--- config.mk ---
export PLATFORM = sky130hd
export DESIGN_NAME = charger_start_sequencer_core
export DESIGN_NICKNAME = d
export VERILOG_FILES = /design/src/css_pkg.sv /design/src/charger_start_sequencer_core.sv /design/src/css_ctrl.sv /design/src/css_datapath.sv
export VERILOG_INCLUDE_DIRS = /design/src /design/src/src
export SDC_FILE = /design/constraint.sdc
export NUM_CORES = 1
export LEC_CHECK = 0
export BUFFER_PORTS_ARGS = -buffer_cell sky130_fd_sc_hd__buf_2
export CAP_MARGIN = 25
export CORE_ASPECT_RATIO = 1.4
export CORE_MARGIN = 4
export CORE_UTILIZATION = 55
export DETAILED_ROUTE_END_ITERATION = 6
export PLACE_DENSITY = 0.75
export SETUP_SLACK_MARGIN = 0.05
export SLEW_MARGIN = 40
export SYNTH_ARGS = -nofsm -noshare
export SYNTH_HDL_FRONTEND = slang
export SYNTH_SLANG_ARGS = --single-unit
--- constraint.sdc ---
create_clock -name clk -period 5.6 [get_ports clk]
set_input_delay 0.84 -clock clk [delete_from_list [all_inputs] [get_ports clk]]
set_output_delay 0.84 -clock clk [all_outputs]
set_load 0.02 [all_outputs]
--- src/charger_start_sequencer_core_assert.svh ---
// assertion macros for the charger start sequencer core
// used by charger_start_sequencer_core.sv, no other dependencies
`ifndef CHARGER_START_SEQUENCER_CORE_ASSERT_SVH
`define CHARGER_START_SEQUENCER_CORE_ASSERT_SVH

`ifndef SYNTHESIS
`define CSS_ASSERT_IMP(label, clk, rst_n, ante, cons) \
    label: assert property (@(posedge clk) disable iff (!rst_n) (ante) |-> (cons)) \
        else $error("charger start sequencer assertion failed");
`define CSS_ASSERT_NEXT(label, clk, rst_n, ante, cons) \
    label: assert property (@(posedge clk) disable iff (!rst_n) (ante) |=> (cons)) \
        else $error("charger start sequencer assertion failed");
`else
`define CSS_ASSERT_IMP(label, clk, rst_n, ante, cons)
`define CSS_ASSERT_NEXT(label, clk, rst_n, ante, cons)
`endif

`endif

--- src/css_pkg.sv ---
// shared types and constants for the charger start sequencer
// used by css_ctrl, css_datapath and charger_start_sequencer_core
`timescale 1ns / 1ps

package css_pkg;

    localparam int TICK_W    = 10;
    localparam int HOLD_W    = 16;
    localparam int TIMER_W   = 17;
    localparam int COUNT_W   = 10;
    localparam int OFFSET_W  = 16;
    localparam int VOLT_W    = 16;
    localparam int CFG_W     = 16;
    localparam int CFG_IDX_W = 1;
    localparam int DIV_CNT_W = 4;

    localparam logic [HOLD_W-1:0]   HOLD_TIME_RESET     = 16'd1200;
    localparam logic [COUNT_W-1:0]  CALIB_SAMPLES_RESET = 10'd100;
    localparam logic [OFFSET_W-1:0] OFFSET_RESET        = 16'd33456;
    localparam logic [TIMER_W-1:0]  TIMER_MAX           = 17'h1FFFF;
    localparam logic [COUNT_W-1:0]  COUNT_MAX           = 10'h3FF;
    localparam logic [OFFSET_W-1:0] OFFSET_MAX          = 16'hFFFF;

    localparam logic [CFG_IDX_W-1:0] REG_HOLD_TIME     = 1'd0;
    localparam logic [CFG_IDX_W-1:0] REG_CALIB_SAMPLES = 1'd1;

    typedef enum logic [1:0] {
        MODE_IDLE  = 2'd0,
        MODE_CALIB = 2'd1,
        MODE_CHECK = 2'd2,
        MODE_RUN   = 2'd3
    } mode_t;

    typedef enum logic [2:0] {
        ST_IDLE,
        ST_EXEC,
        ST_DIV,
        ST_APPLY,
        ST_OUT
    } ctrl_state_t;

    typedef struct packed {
        logic capture;
        logic exec;
        logic div_step;
        logic apply;
        logic out_load;
    } ctrl_cmd_t;

    typedef struct packed {
        logic is_calib;
        logic div_last;
        logic out_free;
    } ctrl_status_t;

endpackage

--- src/charger_start_sequencer_core.sv ---
// charger start sequencer, top level
// depends on css_pkg, css_ctrl, css_datapath and charger_start_sequencer_core_assert.svh
//
// one input transaction per tick (in_valid / in_stall) gives exactly one result
// transaction (out_valid / out_stall) holding the mode, switch drive, current
// offset, latched start voltage and the start_control pulse after that tick.
// a tick is taken only while the controller is idle; a calibration tick runs a
// 16-step restoring divider for the running mean between its exec and apply
// steps, other ticks go from exec to output directly. the divider sets the rate
// for calibration ticks, the controller's exec and output steps set it otherwise.
// the result register lets the next tick be taken while a result still waits;
// while out_stall holds a result, a finished tick waits in the controller and
// in_stall stays high.
// cfg_we writes hold_time_ms (index 0) or calib_samples (index 1) from cfg_data
// on any clock edge, meant only while the block is idle.
// asynchronous active-low reset returns to idle mode with the switch off,
// offset 2091.0 in 12.4 format and configuration at 1200 ms and 100 samples.
`timescale 1ns / 1ps
`include "charger_start_sequencer_core_assert.svh"

module charger_start_sequencer_core
#(
    parameter int SAMPLE_BITS = 12
)
(
    input  logic                            clk,
    input  logic                            rst_n,
    input  logic                            cfg_we,
    input  logic [css_pkg::CFG_IDX_W-1:0]   cfg_index,
    input  logic [css_pkg::CFG_W-1:0]       cfg_data,
    input  logic                            in_valid,
    output logic                            in_stall,
    input  logic [css_pkg::TICK_W-1:0]      tick_ms,
    input  logic                            start_request,
    input  logic [SAMPLE_BITS-1:0]          current_sample,
    input  logic                            battery_present,
    input  logic [css_pkg::VOLT_W-1:0]      battery_voltage_mv,
    input  logic                            force_idle,
    output logic                            out_valid,
    input  logic                            out_stall,
    output logic [1:0]                      mode,
    output logic                            switch_on,
    output logic [css_pkg::OFFSET_W-1:0]    current_offset,
    output logic [css_pkg::VOLT_W-1:0]      initial_voltage_mv,
    output logic                            start_control
);

    css_pkg::ctrl_cmd_t    cmd;
    css_pkg::ctrl_status_t status;

    css_ctrl u_ctrl
    (
        .clk      (clk),
        .rst_n    (rst_n),
        .in_valid (in_valid),
        .in_stall (in_stall),
        .status   (status),
        .cmd      (cmd)
    );

    css_datapath
    #(
        .SAMPLE_BITS (SAMPLE_BITS)
    )
    u_datapath
    (
        .clk                (clk),
        .rst_n              (rst_n),
        .cfg_we             (cfg_we),
        .cfg_index          (cfg_index),
        .cfg_data           (cfg_data),
        .tick_ms            (tick_ms),
        .start_request      (start_request),
        .current_sample     (current_sample),
        .battery_present    (battery_present),
        .battery_voltage_mv (battery_voltage_mv),
        .force_idle         (force_idle),
        .out_valid          (out_valid),
        .out_stall          (out_stall),
        .mode               (mode),
        .switch_on          (switch_on),
        .current_offset     (current_offset),
        .initial_voltage_mv (initial_voltage_mv),
        .start_control      (start_control),
        .cmd                (cmd),
        .status             (status)
    );

    // a start pulse only comes with running mode and the switch on
    `CSS_ASSERT_IMP(a_pulse_running, clk, rst_n, out_valid && start_control, mode == css_pkg::MODE_RUN && switch_on)
    // a stalled result stays valid and unchanged
    `CSS_ASSERT_NEXT(a_out_hold, clk, rst_n, out_valid && out_stall, out_valid && $stable(current_offset))
    // the controller takes one tick at a time
    `CSS_ASSERT_NEXT(a_single_item, clk, rst_n, in_valid && !in_stall, in_stall)

endmodule

--- src/css_ctrl.sv ---
// controller state machine of the charger start sequencer
// depends on css_pkg
`timescale 1ns / 1ps

module css_ctrl
(
    input  logic                 clk,
    input  logic                 rst_n,
    input  logic                 in_valid,
    output logic                 in_stall,
    input  css_pkg::ctrl_status_t status,
    output css_pkg::ctrl_cmd_t    cmd
);

    css_pkg::ctrl_state_t state_reg;
    css_pkg::ctrl_state_t state_next;

    always_ff @(posedge clk or negedge rst_n)
    begin
        if (!rst_n)
        begin
            state_reg <= css_pkg::ST_IDLE;
        end
        else
        begin
            state_reg <= state_next;
        end
    end

    always_comb
    begin
        state_next = state_reg;
        unique case (state_reg)
            css_pkg::ST_IDLE:
            begin
                if (in_valid)
                begin
                    state_next = css_pkg::ST_EXEC;
                end
            end
            css_pkg::ST_EXEC:
            begin
                state_next = status.is_calib ? css_pkg::ST_DIV : css_pkg::ST_OUT;
            end
            css_pkg::ST_DIV:
            begin
                if (status.div_last)
                begin
                    state_next = css_pkg::ST_APPLY;
                end
            end
            css_pkg::ST_APPLY:
            begin
                state_next = css_pkg::ST_OUT;
            end
            css_pkg::ST_OUT:
            begin
                if (status.out_free)
                begin
                    state_next = css_pkg::ST_IDLE;
                end
            end
            default:
            begin
                state_next = css_pkg::ST_IDLE;
            end
        endcase
    end

    always_comb
    begin
        cmd      = '0;
        in_stall = 1'b1;
        unique case (state_reg)
            css_pkg::ST_IDLE:
            begin
                in_stall    = 1'b0;
                cmd.capture = in_valid;
            end
            css_pkg::ST_EXEC:
            begin
                cmd.exec = 1'b1;
            end
            css_pkg::ST_DIV:
            begin
                cmd.div_step = 1'b1;
            end
            css_pkg::ST_APPLY:
            begin
                cmd.apply = 1'b1;
            end
            css_pkg::ST_OUT:
            begin
                cmd.out_load = status.out_free;
            end
            default:
            begin
                cmd = '0;
            end
        endcase
    end

endmodule

--- src/css_datapath.sv ---
// datapath of the charger start sequencer: state registers, serial divider,
// configuration registers and output register; depends on css_pkg
`timescale 1ns / 1ps

module css_datapath
#(
    parameter int SAMPLE_BITS = 12
)
(
    input  logic                            clk,
    input  logic                            rst_n,
    input  logic                            cfg_we,
    input  logic [css_pkg::CFG_IDX_W-1:0]   cfg_index,
    input  logic [css_pkg::CFG_W-1:0]       cfg_data,
    input  logic [css_pkg::TICK_W-1:0]      tick_ms,
    input  logic                            start_request,
    input  logic [SAMPLE_BITS-1:0]          current_sample,
    input  logic                            battery_present,
    input  logic [css_pkg::VOLT_W-1:0]      battery_voltage_mv,
    input  logic                            force_idle,
    output logic                            out_valid,
    input  logic                            out_stall,
    output logic [1:0]                      mode,
    output logic                            switch_on,
    output logic [css_pkg::OFFSET_W-1:0]    current_offset,
    output logic [css_pkg::VOLT_W-1:0]      initial_voltage_mv,
    output logic                            start_control,
    input  css_pkg::ctrl_cmd_t              cmd,
    output css_pkg::ctrl_status_t           status
);

    localparam int XW = (SAMPLE_BITS > 12) ? SAMPLE_BITS + 4 : 16;

    // configuration
    logic [css_pkg::HOLD_W-1:0]   hold_time_reg;
    logic [css_pkg::COUNT_W-1:0]  calib_samples_reg;

    // captured transaction
    logic [css_pkg::TICK_W-1:0]   tick_q_reg;
    logic                         req_q_reg;
    logic [SAMPLE_BITS-1:0]       sample_q_reg;
    logic                         present_q_reg;
    logic [css_pkg::VOLT_W-1:0]   volts_q_reg;
    logic                         force_q_reg;

    // sequencer state
    css_pkg::mode_t               mode_reg,          mode_next;
    logic [css_pkg::TIMER_W-1:0]  hold_timer_reg,    hold_timer_next;
    logic                         request_latch_reg, request_latch_next;
    logic [css_pkg::COUNT_W-1:0]  mean_count_reg,    mean_count_next;
    logic [css_pkg::OFFSET_W-1:0] offset_mean_reg,   offset_mean_next;
    logic [css_pkg::VOLT_W-1:0]   voltage_latch_reg, voltage_latch_next;
    logic                         switch_reg,        switch_next;
    logic                         pulse_reg,         pulse_next;

    // serial divider
    logic [css_pkg::OFFSET_W-1:0]  quot_reg,    quot_next;
    logic [css_pkg::COUNT_W-1:0]   rem_reg,     rem_next;
    logic [css_pkg::DIV_CNT_W-1:0] div_cnt_reg, div_cnt_next;
    logic                          neg_reg,     neg_next;

    // output register
    logic                         out_valid_reg;
    logic [1:0]                   out_mode_reg;
    logic                         out_switch_reg;
    logic [css_pkg::OFFSET_W-1:0] out_offset_reg;
    logic [css_pkg::VOLT_W-1:0]   out_volt_reg;
    logic                         out_pulse_reg;

    logic                         req_eff;
    css_pkg::mode_t               mode_eff;
    logic [css_pkg::TIMER_W:0]    timer_sum;
    logic [css_pkg::TIMER_W-1:0]  timer_sat;
    logic [XW-1:0]                x_wide;
    logic [css_pkg::OFFSET_W-1:0] x_val;
    logic [css_pkg::COUNT_W:0]    trial;
    logic                         trial_ge;

    assign req_eff  = req_q_reg | request_latch_reg;
    assign mode_eff = force_q_reg ? css_pkg::MODE_IDLE : mode_reg;

    assign timer_sum = {1'b0, hold_timer_reg} + (css_pkg::TIMER_W + 1)'(tick_q_reg);
    assign timer_sat = timer_sum[css_pkg::TIMER_W] ? css_pkg::TIMER_MAX
                                                   : timer_sum[css_pkg::TIMER_W-1:0];

    assign x_wide = XW'({sample_q_reg, 4'b0000});
    assign x_val  = (x_wide > XW'(css_pkg::OFFSET_MAX)) ? css_pkg::OFFSET_MAX
                                                        : x_wide[css_pkg::OFFSET_W-1:0];

    assign trial    = {rem_reg, quot_reg[css_pkg::OFFSET_W-1]};
    assign trial_ge = trial >= {1'b0, mean_count_reg};

    assign status.is_calib = (mode_eff == css_pkg::MODE_CALIB);
    assign status.div_last = (div_cnt_reg == css_pkg::DIV_CNT_W'(css_pkg::OFFSET_W - 1));
    assign status.out_free = !out_valid_reg || !out_stall;

    always_ff @(posedge clk or negedge rst_n)
    begin
        if (!rst_n)
        begin
            hold_time_reg     <= css_pkg::HOLD_TIME_RESET;
            calib_samples_reg <= css_pkg::CALIB_SAMPLES_RESET;
        end
        else if (cfg_we)
        begin
            unique case (cfg_index)
                css_pkg::REG_HOLD_TIME:     hold_time_reg     <= cfg_data;
                css_pkg::REG_CALIB_SAMPLES: calib_samples_reg <= cfg_data[css_pkg::COUNT_W-1:0];
                default:                    hold_time_reg     <= hold_time_reg;
            endcase
        end
    end

    always_ff @(posedge clk)
    begin
        if (cmd.capture)
        begin
            tick_q_reg    <= tick_ms;
            req_q_reg     <= start_request;
            sample_q_reg  <= current_sample;
            present_q_reg <= battery_present;
            volts_q_reg   <= battery_voltage_mv;
            force_q_reg   <= force_idle;
        end
    end

    always_comb
    begin
        mode_next          = mode_reg;
        hold_timer_next    = hold_timer_reg;
        request_latch_next = request_latch_reg;
        mean_count_next    = mean_count_reg;
        offset_mean_next   = offset_mean_reg;
        voltage_latch_next = voltage_latch_reg;
        switch_next        = switch_reg;
        pulse_next         = pulse_reg;
        quot_next          = quot_reg;
        rem_next           = rem_reg;
        div_cnt_next       = div_cnt_reg;
        neg_next           = neg_reg;

        if (cmd.exec)
        begin
            request_latch_next = req_eff;
            mode_next          = mode_eff;
            pulse_next         = 1'b0;
            unique case (mode_eff)
                css_pkg::MODE_IDLE:
                begin
                    if (req_eff)
                    begin
                        if (timer_sat >= {1'b0, hold_time_reg})
                        begin
                            mode_next       = css_pkg::MODE_CALIB;
                            hold_timer_next = '0;
                        end
                        else
                        begin
                            hold_timer_next = timer_sat;
                        end
                    end
                    else
                    begin
                        hold_timer_next = '0;
                    end
                end
                css_pkg::MODE_CALIB:
                begin
                    switch_next = 1'b0;
                    if (mean_count_reg != css_pkg::COUNT_MAX)
                    begin
                        mean_count_next = mean_count_reg + 1'b1;
                    end
                    neg_next     = x_val < offset_mean_reg;
                    quot_next    = (x_val < offset_mean_reg) ? offset_mean_reg - x_val
                                                             : x_val - offset_mean_reg;
                    rem_next     = '0;
                    div_cnt_next = '0;
                end
                css_pkg::MODE_CHECK:
                begin
                    if (present_q_reg)
                    begin
                        voltage_latch_next = volts_q_reg;
                        switch_next        = 1'b1;
                        pulse_next         = 1'b1;
                        mode_next          = css_pkg::MODE_RUN;
                    end
                    else
                    begin
                        request_latch_next = 1'b0;
                        mode_next          = css_pkg::MODE_IDLE;
                    end
                end
                css_pkg::MODE_RUN:
                begin
                    mode_next = css_pkg::MODE_RUN;
                end
                default:
                begin
                    mode_next = mode_eff;
                end
            endcase
        end

        if (cmd.div_step)
        begin
            rem_next     = trial_ge ? trial[css_pkg::COUNT_W-1:0]
                                      - mean_count_reg
                                    : trial[css_pkg::COUNT_W-1:0];
            quot_next    = {quot_reg[css_pkg::OFFSET_W-2:0], trial_ge};
            div_cnt_next = div_cnt_reg + 1'b1;
        end

        if (cmd.apply)
        begin
            offset_mean_next = neg_reg ? offset_mean_reg - quot_reg
                                       : offset_mean_reg + quot_reg;
            if (mean_count_reg >= calib_samples_reg)
            begin
                mode_next = css_pkg::MODE_CHECK;
            end
        end
    end

    always_ff @(posedge clk or negedge rst_n)
    begin
        if (!rst_n)
        begin
            mode_reg          <= css_pkg::MODE_IDLE;
            hold_timer_reg    <= '0;
            request_latch_reg <= 1'b0;
            mean_count_reg    <= '0;
            offset_mean_reg   <= css_pkg::OFFSET_RESET;
            voltage_latch_reg <= '0;
            switch_reg        <= 1'b0;
            pulse_reg         <= 1'b0;
            div_cnt_reg       <= '0;
        end
        else
        begin
            mode_reg          <= mode_next;
            hold_timer_reg    <= hold_timer_next;
            request_latch_reg <= request_latch_next;
            mean_count_reg    <= mean_count_next;
            offset_mean_reg   <= offset_mean_next;
            voltage_latch_reg <= voltage_latch_next;
            switch_reg        <= switch_next;
            pulse_reg         <= pulse_next;
            div_cnt_reg       <= div_cnt_next;
        end
    end

    always_ff @(posedge clk)
    begin
        quot_reg <= quot_next;
        rem_reg  <= rem_next;
        neg_reg  <= neg_next;
    end

    always_ff @(posedge clk or negedge rst_n)
    begin
        if (!rst_n)
        begin
            out_valid_reg <= 1'b0;
        end
        else if (cmd.out_load)
        begin
            out_valid_reg <= 1'b1;
        end
        else if (!out_stall)
        begin
            out_valid_reg <= 1'b0;
        end
    end

    always_ff @(posedge clk)
    begin
        if (cmd.out_load)
        begin
            out_mode_reg   <= mode_reg;
            out_switch_reg <= switch_reg;
            out_offset_reg <= offset_mean_reg;
            out_volt_reg   <= voltage_latch_reg;
            out_pulse_reg  <= pulse_reg;
        end
    end

    assign out_valid          = out_valid_reg;
    assign mode               = out_mode_reg;
    assign switch_on          = out_switch_reg;
    assign current_offset     = out_offset_reg;
    assign initial_voltage_mv = out_volt_reg;
    assign start_control      = out_pulse_reg;

endmodule

==> impl_metrics.toml, run 1 <==
[worst_setup_path]
cp_num_buf_inv = 1
crit_type = "reg -> reg"
critPathMaxStageDelay_ns = 0.50
critPathSlowestCell = "nor4_4"
crit_required_ns = 6.03
worstPathMaxFanout = 10
cp-start-kind = "flip-flop"
cp_top_family = "compound AO/OA/AOI/OAI gates"
worstPathCellList = "ha_1, fa_1, a21oi_1, o21ai_1, a211oi_1, o31ai_1, and2_1, o21ai_0, ha_1, a2111oi_0, o21ai_0, o2111ai_1, a31oi_1, nor4_4, buf_4, nand2_1, o21ai_1"
worstPathArrival_ns = 5.05
endpoint_kind = "flip-flop"

[run_status]
status = "complete, no violations"

[detailed_routing]
ant_nets = 0
via_per_inst = 5.59
num_vias = 7668
firstDrtPassIters = 5
wl_um = 23000
drtIter0Drc = 324
wl_per_cell_um = 16.8
drc = 0

[die]
dieArea_mm2 = 0.0223
fp.dieW_um = 127
die_h_um = 175
initial_utilization = 0.566
rows = 60
pin_count = 101
core_area_mm2 = 0.0194

[clock_tree]
clockBufferDepth = 3
post_cts_resized = 0
htree_num_levels = 1
cts_tree = "yes"
clockRootBuffer = "clkbuf_16"
holdBufCountCts = 0
cts_setup_buffers = 0
clock_latency_ns = 0.50
numCtsBuffers = 22
clock_sinks = 202
path_clk_slew_ns = 0.06

[sta]
rsz0062_at_grt = "false"
setup_violations = 0
finalHoldViolations = 0
drv_slew = 0
setup_ws_ns = 0.972
setup_tns_ns = 0
worst_pin_slew_ns = 0.748
fin_worst_skew_ns = 0.00994
min_period_ns = 4.63
max_freq_mhz = 216
max_slew_margin = 0.499
holdWs_ns = 0.319
fin_crit_sh = 0.826

[job]
maxCapViolCount = 0

[cells_and_area]
largest_reg_flops = 17
drive_gt1_frac = 0.181
nets = 1261
syn_to_final_growth_pct = 13.6
n_fill_cell = 1557
final_core_util = 0.643

[logic_synthesis]
ys_warn_count = 0
synth_flop_cell = "edfxtp_1"
netlist_area_mm2 = 0.0110
ys_types = 62
netlist_instances = 1003
synth-seq-cells = 202
syn_area_per_cell_um2 = 10.9
synth_edf_count = 104
synthArstFlopShare = 0.485
ys_seq_area_frac = 0.510
syn_nets = 1157

[power_and_ir_drop]
netSwitchingPower_uw = 2070
p_int_uw = 3710
p_comb_frac = 0.391
pwr_density_cell_mw_per_mm2 = 464
clkPwrFrac = 0.239
sequentialPowerShare = 0.370
vdd_drop_max_uv = 463
p_sw_frac = 0.358
leakage_uw = 0.00546
power_uw = 5780

[grt]
grt_max_degree = 59
grt_pass1_wl_um = 38400
antenna_found_initial = 0
overflow = 0
grt_use_total = 0.211
grt_pass1_vias = 7905

[placed_design]
place_ws_ns = 0.980
place.gp.congestion = 0.824
dp_hpwl_um = 16900
port_buffers = 100

[min_path]
hold_path_class = "in -> async"
==> cell type report <==
type	count	area [um^2]	share of cell area
Timing Repair Buffer	108	567	0.0455
Tap cell	248	310	0.0249
Clock buffer	33	664	0.0534
Multi-Input combinational cell	690	4970	0.399
Antenna cell	1	2.50	0.000201
Inverter	83	312	0.0250
Clock inverter	7	33.8	0.00271
Sequential cell	202	5590	0.449
==> worst paths after layout <==
kind | cells past startpoint | from | to | slack, ns
min | 1 | rst_n | u_datapath.offset_mean_reg[1] | 0.32
min reg2reg | 0 | u_datapath.voltage_latch_reg[14] | u_datapath.initial_voltage_mv[14] | 0.44
max reg2reg | 17 | u_datapath.hold_timer_reg[0] | u_datapath.hold_timer_reg[0] | 0.97
min in group clk | 0 | u_datapath.voltage_latch_reg[14] | u_datapath.initial_voltage_mv[14] | 0.44
max | 17 | u_datapath.hold_timer_reg[0] | u_datapath.hold_timer_reg[0] | 0.97
max in group asynchronous | 2 | rst_n | u_datapath.voltage_latch_reg[14] | 4.31
==> worst reg2reg max path: stages, from the launching register on <==
cell,delay [ns]
dfrtp_1,0.38
ha_1,0.23
fa_1,0.40
a21oi_1,0.22
o21ai_1,0.11
a211oi_1,0.35
o31ai_1,0.16
and2_1,0.22
o21ai_0,0.25
ha_1,0.29
a2111oi_0,0.44
o21ai_0,0.16
o2111ai_1,0.20
a31oi_1,0.15
nor4_4,0.50
buf_4,0.28
nand2_1,0.07
o21ai_1,0.14
==> cell usage after synthesis (all sizes together), types with 3 or more instances <==
library cell	count	area, um^2
nor4	5	46.3
a21oi	53	265
or2	6	37.5
edfxtp	104	3120
a21o	20	150
o21ai	76	384
inv	83	312
nand3	14	70.1
a32o	14	140
dfstp	12	315
o211ai	3	22.5
clkbuf	22	82.6
mux2	31	353
or3	4	25.0
nor3	17	85.1
o31ai	3	22.5
dfrtp	86	2150
nand4	11	68.8
xor2	17	149
nand2b	8	50.1
nand2	87	327
a211oi	5	37.5
o2111ai	4	35.0
o21bai	5	37.5
a21boi	4	30.0
a31oi	10	77.6
o41ai	3	45.1
ha	87	1090
and3	4	25.0
buf	6	30.0
a311oi	3	26.3
nor2	78	293
a41oi	3	26.3
nor2b	14	87.6
fa	4	80.1
and2	5	31.3
xnor2	47	412
mux2i	12	120
o21a	13	97.6
==> layer usage <==
| layer | routed length [um] | share of wire | track usage | up-vias |
|---|---|---|---|---|
| met4 | 642 | 0.028 | 0.0675 | 0 |
| met1 | 8860 | 0.39 | 0.242 | 3691 |
| met2 | 12600 | 0.55 | 0.402 | 135 |
| met3 | 891 | 0.039 | 0.0257 | 49 |
| met5 | 0 | 0 | 0 | - |
| li1 | - | - | - | 3793 |
==> stage by stage <==
stage | std cells | cell area, um^2
detailed placement | 1331 | 11700
CTS | 1371 | 12400
finish | 1372 | 12400
global placement | 1330 | 11700
global route | 1371 | 12400
floorplan | 1003 | 11000
==> logic make-up after synthesis <==
kind of cell,synth area share
AO/OA/AOI/OAI,0.140
multiplexers,0.0432
flip-flops,0.510
XOR/XNOR,0.0512
AND/OR/NAND/NOR,0.110
adder cells (fa/ha/maj),0.107
buffers and inverters,0.0387
==> power groups by stage <==
stage	clock network, uW	logic (uW)	registers, uW
2_1_floorplan	0	1600	2220
3_3_place_gp	0	2200	2150
3_5_place_dp	0	2250	2160
4_1_cts	1410	2270	2140
5_1_grt	1480	2530	2170
6_report	1380	2260	2140
==> cells in the final DEF, fill, tap and decap left out, types with 20 or more instances in the layout <==
cell | synthesis | layout
xnor2_1 | 47 | 47
edfxtp_1 | 104 | 104
inv_1 | 83 | 82
ha_1 | 87 | 87
a21oi_1 | 53 | 52
clkbuf_16 | 0 | 24
dfrtp_1 | 86 | 86
nor2_1 | 78 | 77
a21o_1 | 20 | 20
nand2_1 | 87 | 87
mux2_2 | 30 | 30
o21ai_0 | 72 | 71
buf_2 | 6 | 99
(Power assumes the default switching activity.)
==> run 2: changes to the inputs <==
--- a/config.mk
+++ b/config.mk
@@ -6,13 +6,14 @@
 export SDC_FILE = /design/constraint.sdc
 export NUM_CORES = 1
 export LEC_CHECK = 0
+export ABC_AREA = 1
 export BUFFER_PORTS_ARGS = -buffer_cell sky130_fd_sc_hd__buf_2
 export CAP_MARGIN = 25
 export CORE_ASPECT_RATIO = 1.4
 export CORE_MARGIN = 4
 export CORE_UTILIZATION = 55
 export DETAILED_ROUTE_END_ITERATION = 6
-export PLACE_DENSITY = 0.75
+export PLACE_DENSITY = 0.74
 export SETUP_SLACK_MARGIN = 0.05
 export SLEW_MARGIN = 40
 export SYNTH_ARGS = -nofsm -noshare
==> constraint.sdc (replaced) <==
create_clock -name clk -period 4.4 [get_ports clk]
set_input_delay 0.66 -clock clk [delete_from_list [all_inputs] [get_ports clk]]
set_output_delay 0.66 -clock clk [all_outputs]
set_load 0.02 [all_outputs]
==> impl_metrics.toml, run 2 <==
[run_status]
status = "complete, no violations"

[power_and_ir_drop]
clkPwrFrac = 0.205
netSwitchingPower_uw = 3820
p_sw_frac = 0.421
p_comb_frac = 0.474
p_int_uw = 5260
pwr_density_cell_mw_per_mm2 = 691
vdd_drop_max_uv = 388
sequentialPowerShare = 0.321
leakage_uw = 0.00630

[cells_and_area]
nets = 1520
final_common_cell = "nand2_1"
antenna_cells = 0
final_cell_mix = "247 x nand2_1, 184 x inv_1, 104 x edfxtp_1"
final_core_util = 0.637
multiInputGateArea_mm2 = 0.00514
n_fill_cell = 1743
largest_reg_flops = 17
fin_cells = 1638
drive_gt1_frac = 0.161
syn_to_final_growth_pct = 13.6
regArea_mm2 = 0.00559

[worst_setup_path]
worst_path_most_repeated_cell = "nand2_1"
worstPathMaxFanout = 16
crit_required_ns = 4.81
endpoint_kind = "flip-flop"
critPathSlowestCell = "a21oi_4"
cp_top_family = "simple AND/OR/NAND/NOR gates"
crit_type = "reg -> reg"
cp_num_buf_inv = 3
worstPathArrival_ns = 4.11
worstPathCellList = "ha_1, nand2_2, nor2_2, nand2_1, o22ai_2, inv_2, a21oi_4, a21oi_1, inv_1, ha_1, nand2_1, inv_1, nand2_1, nand2_1, nand2_1, nand4_1, nand2_1, nand2_1, nand2_1, nand2_1, nand2_1, nand4_4, o21ai_0"
critPathMaxStageDelay_ns = 0.43
cp-start-kind = "flip-flop"

[logic_synthesis]
synth_top_area_share = 0.270
syn_nets = 1416
ys_warn_count = 0
yosys-top-cells-area = "edfxtp_1 27%, dfrtp_1 19%, ha_1 9.4%"
syn_area_per_cell_um2 = 9.17
yosysMostFrequentCell = "nand2_1"
synth_flop_cell = "edfxtp_1"
post_synth_most_frequent_cells = "248 x nand2_1, 184 x inv_1, 104 x edfxtp_1"
synthArstFlopShare = 0.485
ys_types = 52
synth-seq-cells = 202
synth_edf_count = 104
netlist_instances = 1262
netlist_area_mm2 = 0.0116
synth_area_leader_cell = "edfxtp_1"
ys_seq_area_frac = 0.483

[die]
rows = 62
initial_utilization = 0.561
fp.dieW_um = 131
pin_count = 101
core_area_mm2 = 0.0206
die_h_um = 180
dieArea_mm2 = 0.0235

[sta]
rsz0062_at_grt = "false"
setup_tns_ns = 0
fin_crit_sh = 0.841
holdWs_ns = 0.185
setup_ws_ns = 0.701
min_period_ns = 3.70
drv_slew = 0
max_slew_margin = 0.509
worst_pin_slew_ns = 0.737
finalHoldViolations = 0
setup_violations = 0
max_freq_mhz = 270
fin_worst_skew_ns = 0.0175

[detailed_routing]
ant_nets = 0
wl_um = 26100
drc = 0
wl_per_cell_um = 15.9
firstDrtPassIters = 5
drtIter0Drc = 426
num_vias = 8760
via_per_inst = 5.35

[clock_tree]
htree_num_levels = 1
clockRootBuffer = "clkbuf_16"
clock_sinks = 202
numCtsBuffers = 22
post_cts_resized = 0
clockBufferDepth = 3
cts_setup_buffers = 0
path_clk_slew_ns = 0.06
clock_latency_ns = 0.51
holdBufCountCts = 0
cts_tree = "yes"

[grt]
grt_max_degree = 75
antenna_found_initial = 0
overflow = 0
grt_use_total = 0.225
grt_pass1_wl_um = 42900
grt_pass1_vias = 9228

[placed_design]
place.gp.congestion = 0.931
dp_cells = 1598
port_buffers = 100
place_ws_ns = 0.719
dp_hpwl_um = 19900

[min_path]
hold_path_class = "in -> async"

[job]
maxCapViolCount = 0
run 2: cell types whose count changed after synthesis, sizes merged, moves of 13 or more:
cell   previous run  this run
o21ai            76       106
inv              83       189
a21oi            53        88
nand2            87       256
xor2             17        45
nor2b            14         0
nand3            14        53
a21o             20         7
mux2             31        16
nor2             78        92
a32o             14         0
xnor2            47        17
run 2: metal layers:
layer / up-vias / track usage / routed length [um]
li1: 4384 / - / -
met1: 4082 / 0.250 / 10000
met2: 216 / 0.419 / 14000
met3: 78 / 0.0270 / 919
met4: 0 / 0.0980 / 1180
met5: - / 0 / 0
run 2: final cells by class:
cell class	count	area share
multi-input cells	841	0.391
flip-flops and latches	202	0.425
clock inverters	12	0.00781
clock buffers	28	0.0491
inverters	189	0.0540
repair buffers	110	0.0485
well taps	256	0.0244
run 2: power by group through the flow:
stage               registers, uW  clock network (uW)  logic, uW
floorplan                    2950                   0       3140
global placement             2930                   0       4140
detailed placement           2940                   0       4270
CTS                          2910                1910       4310
global route                 2970                1990       4880
finish                       2910                1870       4300
run 2: cells by family (layout without fill, tap and decap cells):
| family | Yosys count | count (layout) | synth area share |
|---|---|---|---|
| adder cells (fa/ha/maj) | 91 | 91 | 0.101 |
| flip-flops | 202 | 202 | 0.483 |
| AO/OA/AOI/OAI | 236 | 236 | 0.116 |
| XOR/XNOR | 62 | 62 | 0.0469 |
| multiplexers | 16 | 16 | 0.0156 |
| AND/OR/NAND/NOR | 436 | 436 | 0.163 |
| buffers and inverters | 219 | 339 | 0.0752 |
run 2: per-stage QoR:
step	total power (uW)	instance area [um^2]
after detailed placement	7220	12400
final	9080	13100
after floorplan	6090	11600
after global placement	7070	12300
after global routing	9840	13100
after CTS	9130	13100
run 2: worst paths after layout:
| path | slack, ns | to | depth (start not counted) | start |
|---|---|---|---|---|
| hold reg to reg | 0.44 | u_datapath.initial_voltage_mv[10] | 0 | u_datapath.voltage_latch_reg[10] |
| setup / recovery | 0.70 | u_datapath.hold_timer_reg[5] | 23 | u_datapath.hold_timer_reg[3] |
| setup reg to reg | 0.70 | u_datapath.hold_timer_reg[5] | 23 | u_datapath.hold_timer_reg[3] |
| hold / removal | 0.19 | u_datapath.offset_mean_reg[1] | 1 | rst_n |
| max in group asynchronous | 3.35 | u_datapath.offset_mean_reg[15] | 2 | rst_n |
| min in group clk | 0.32 | u_datapath.volts_q_reg[1] | 1 | battery_voltage_mv[1] |
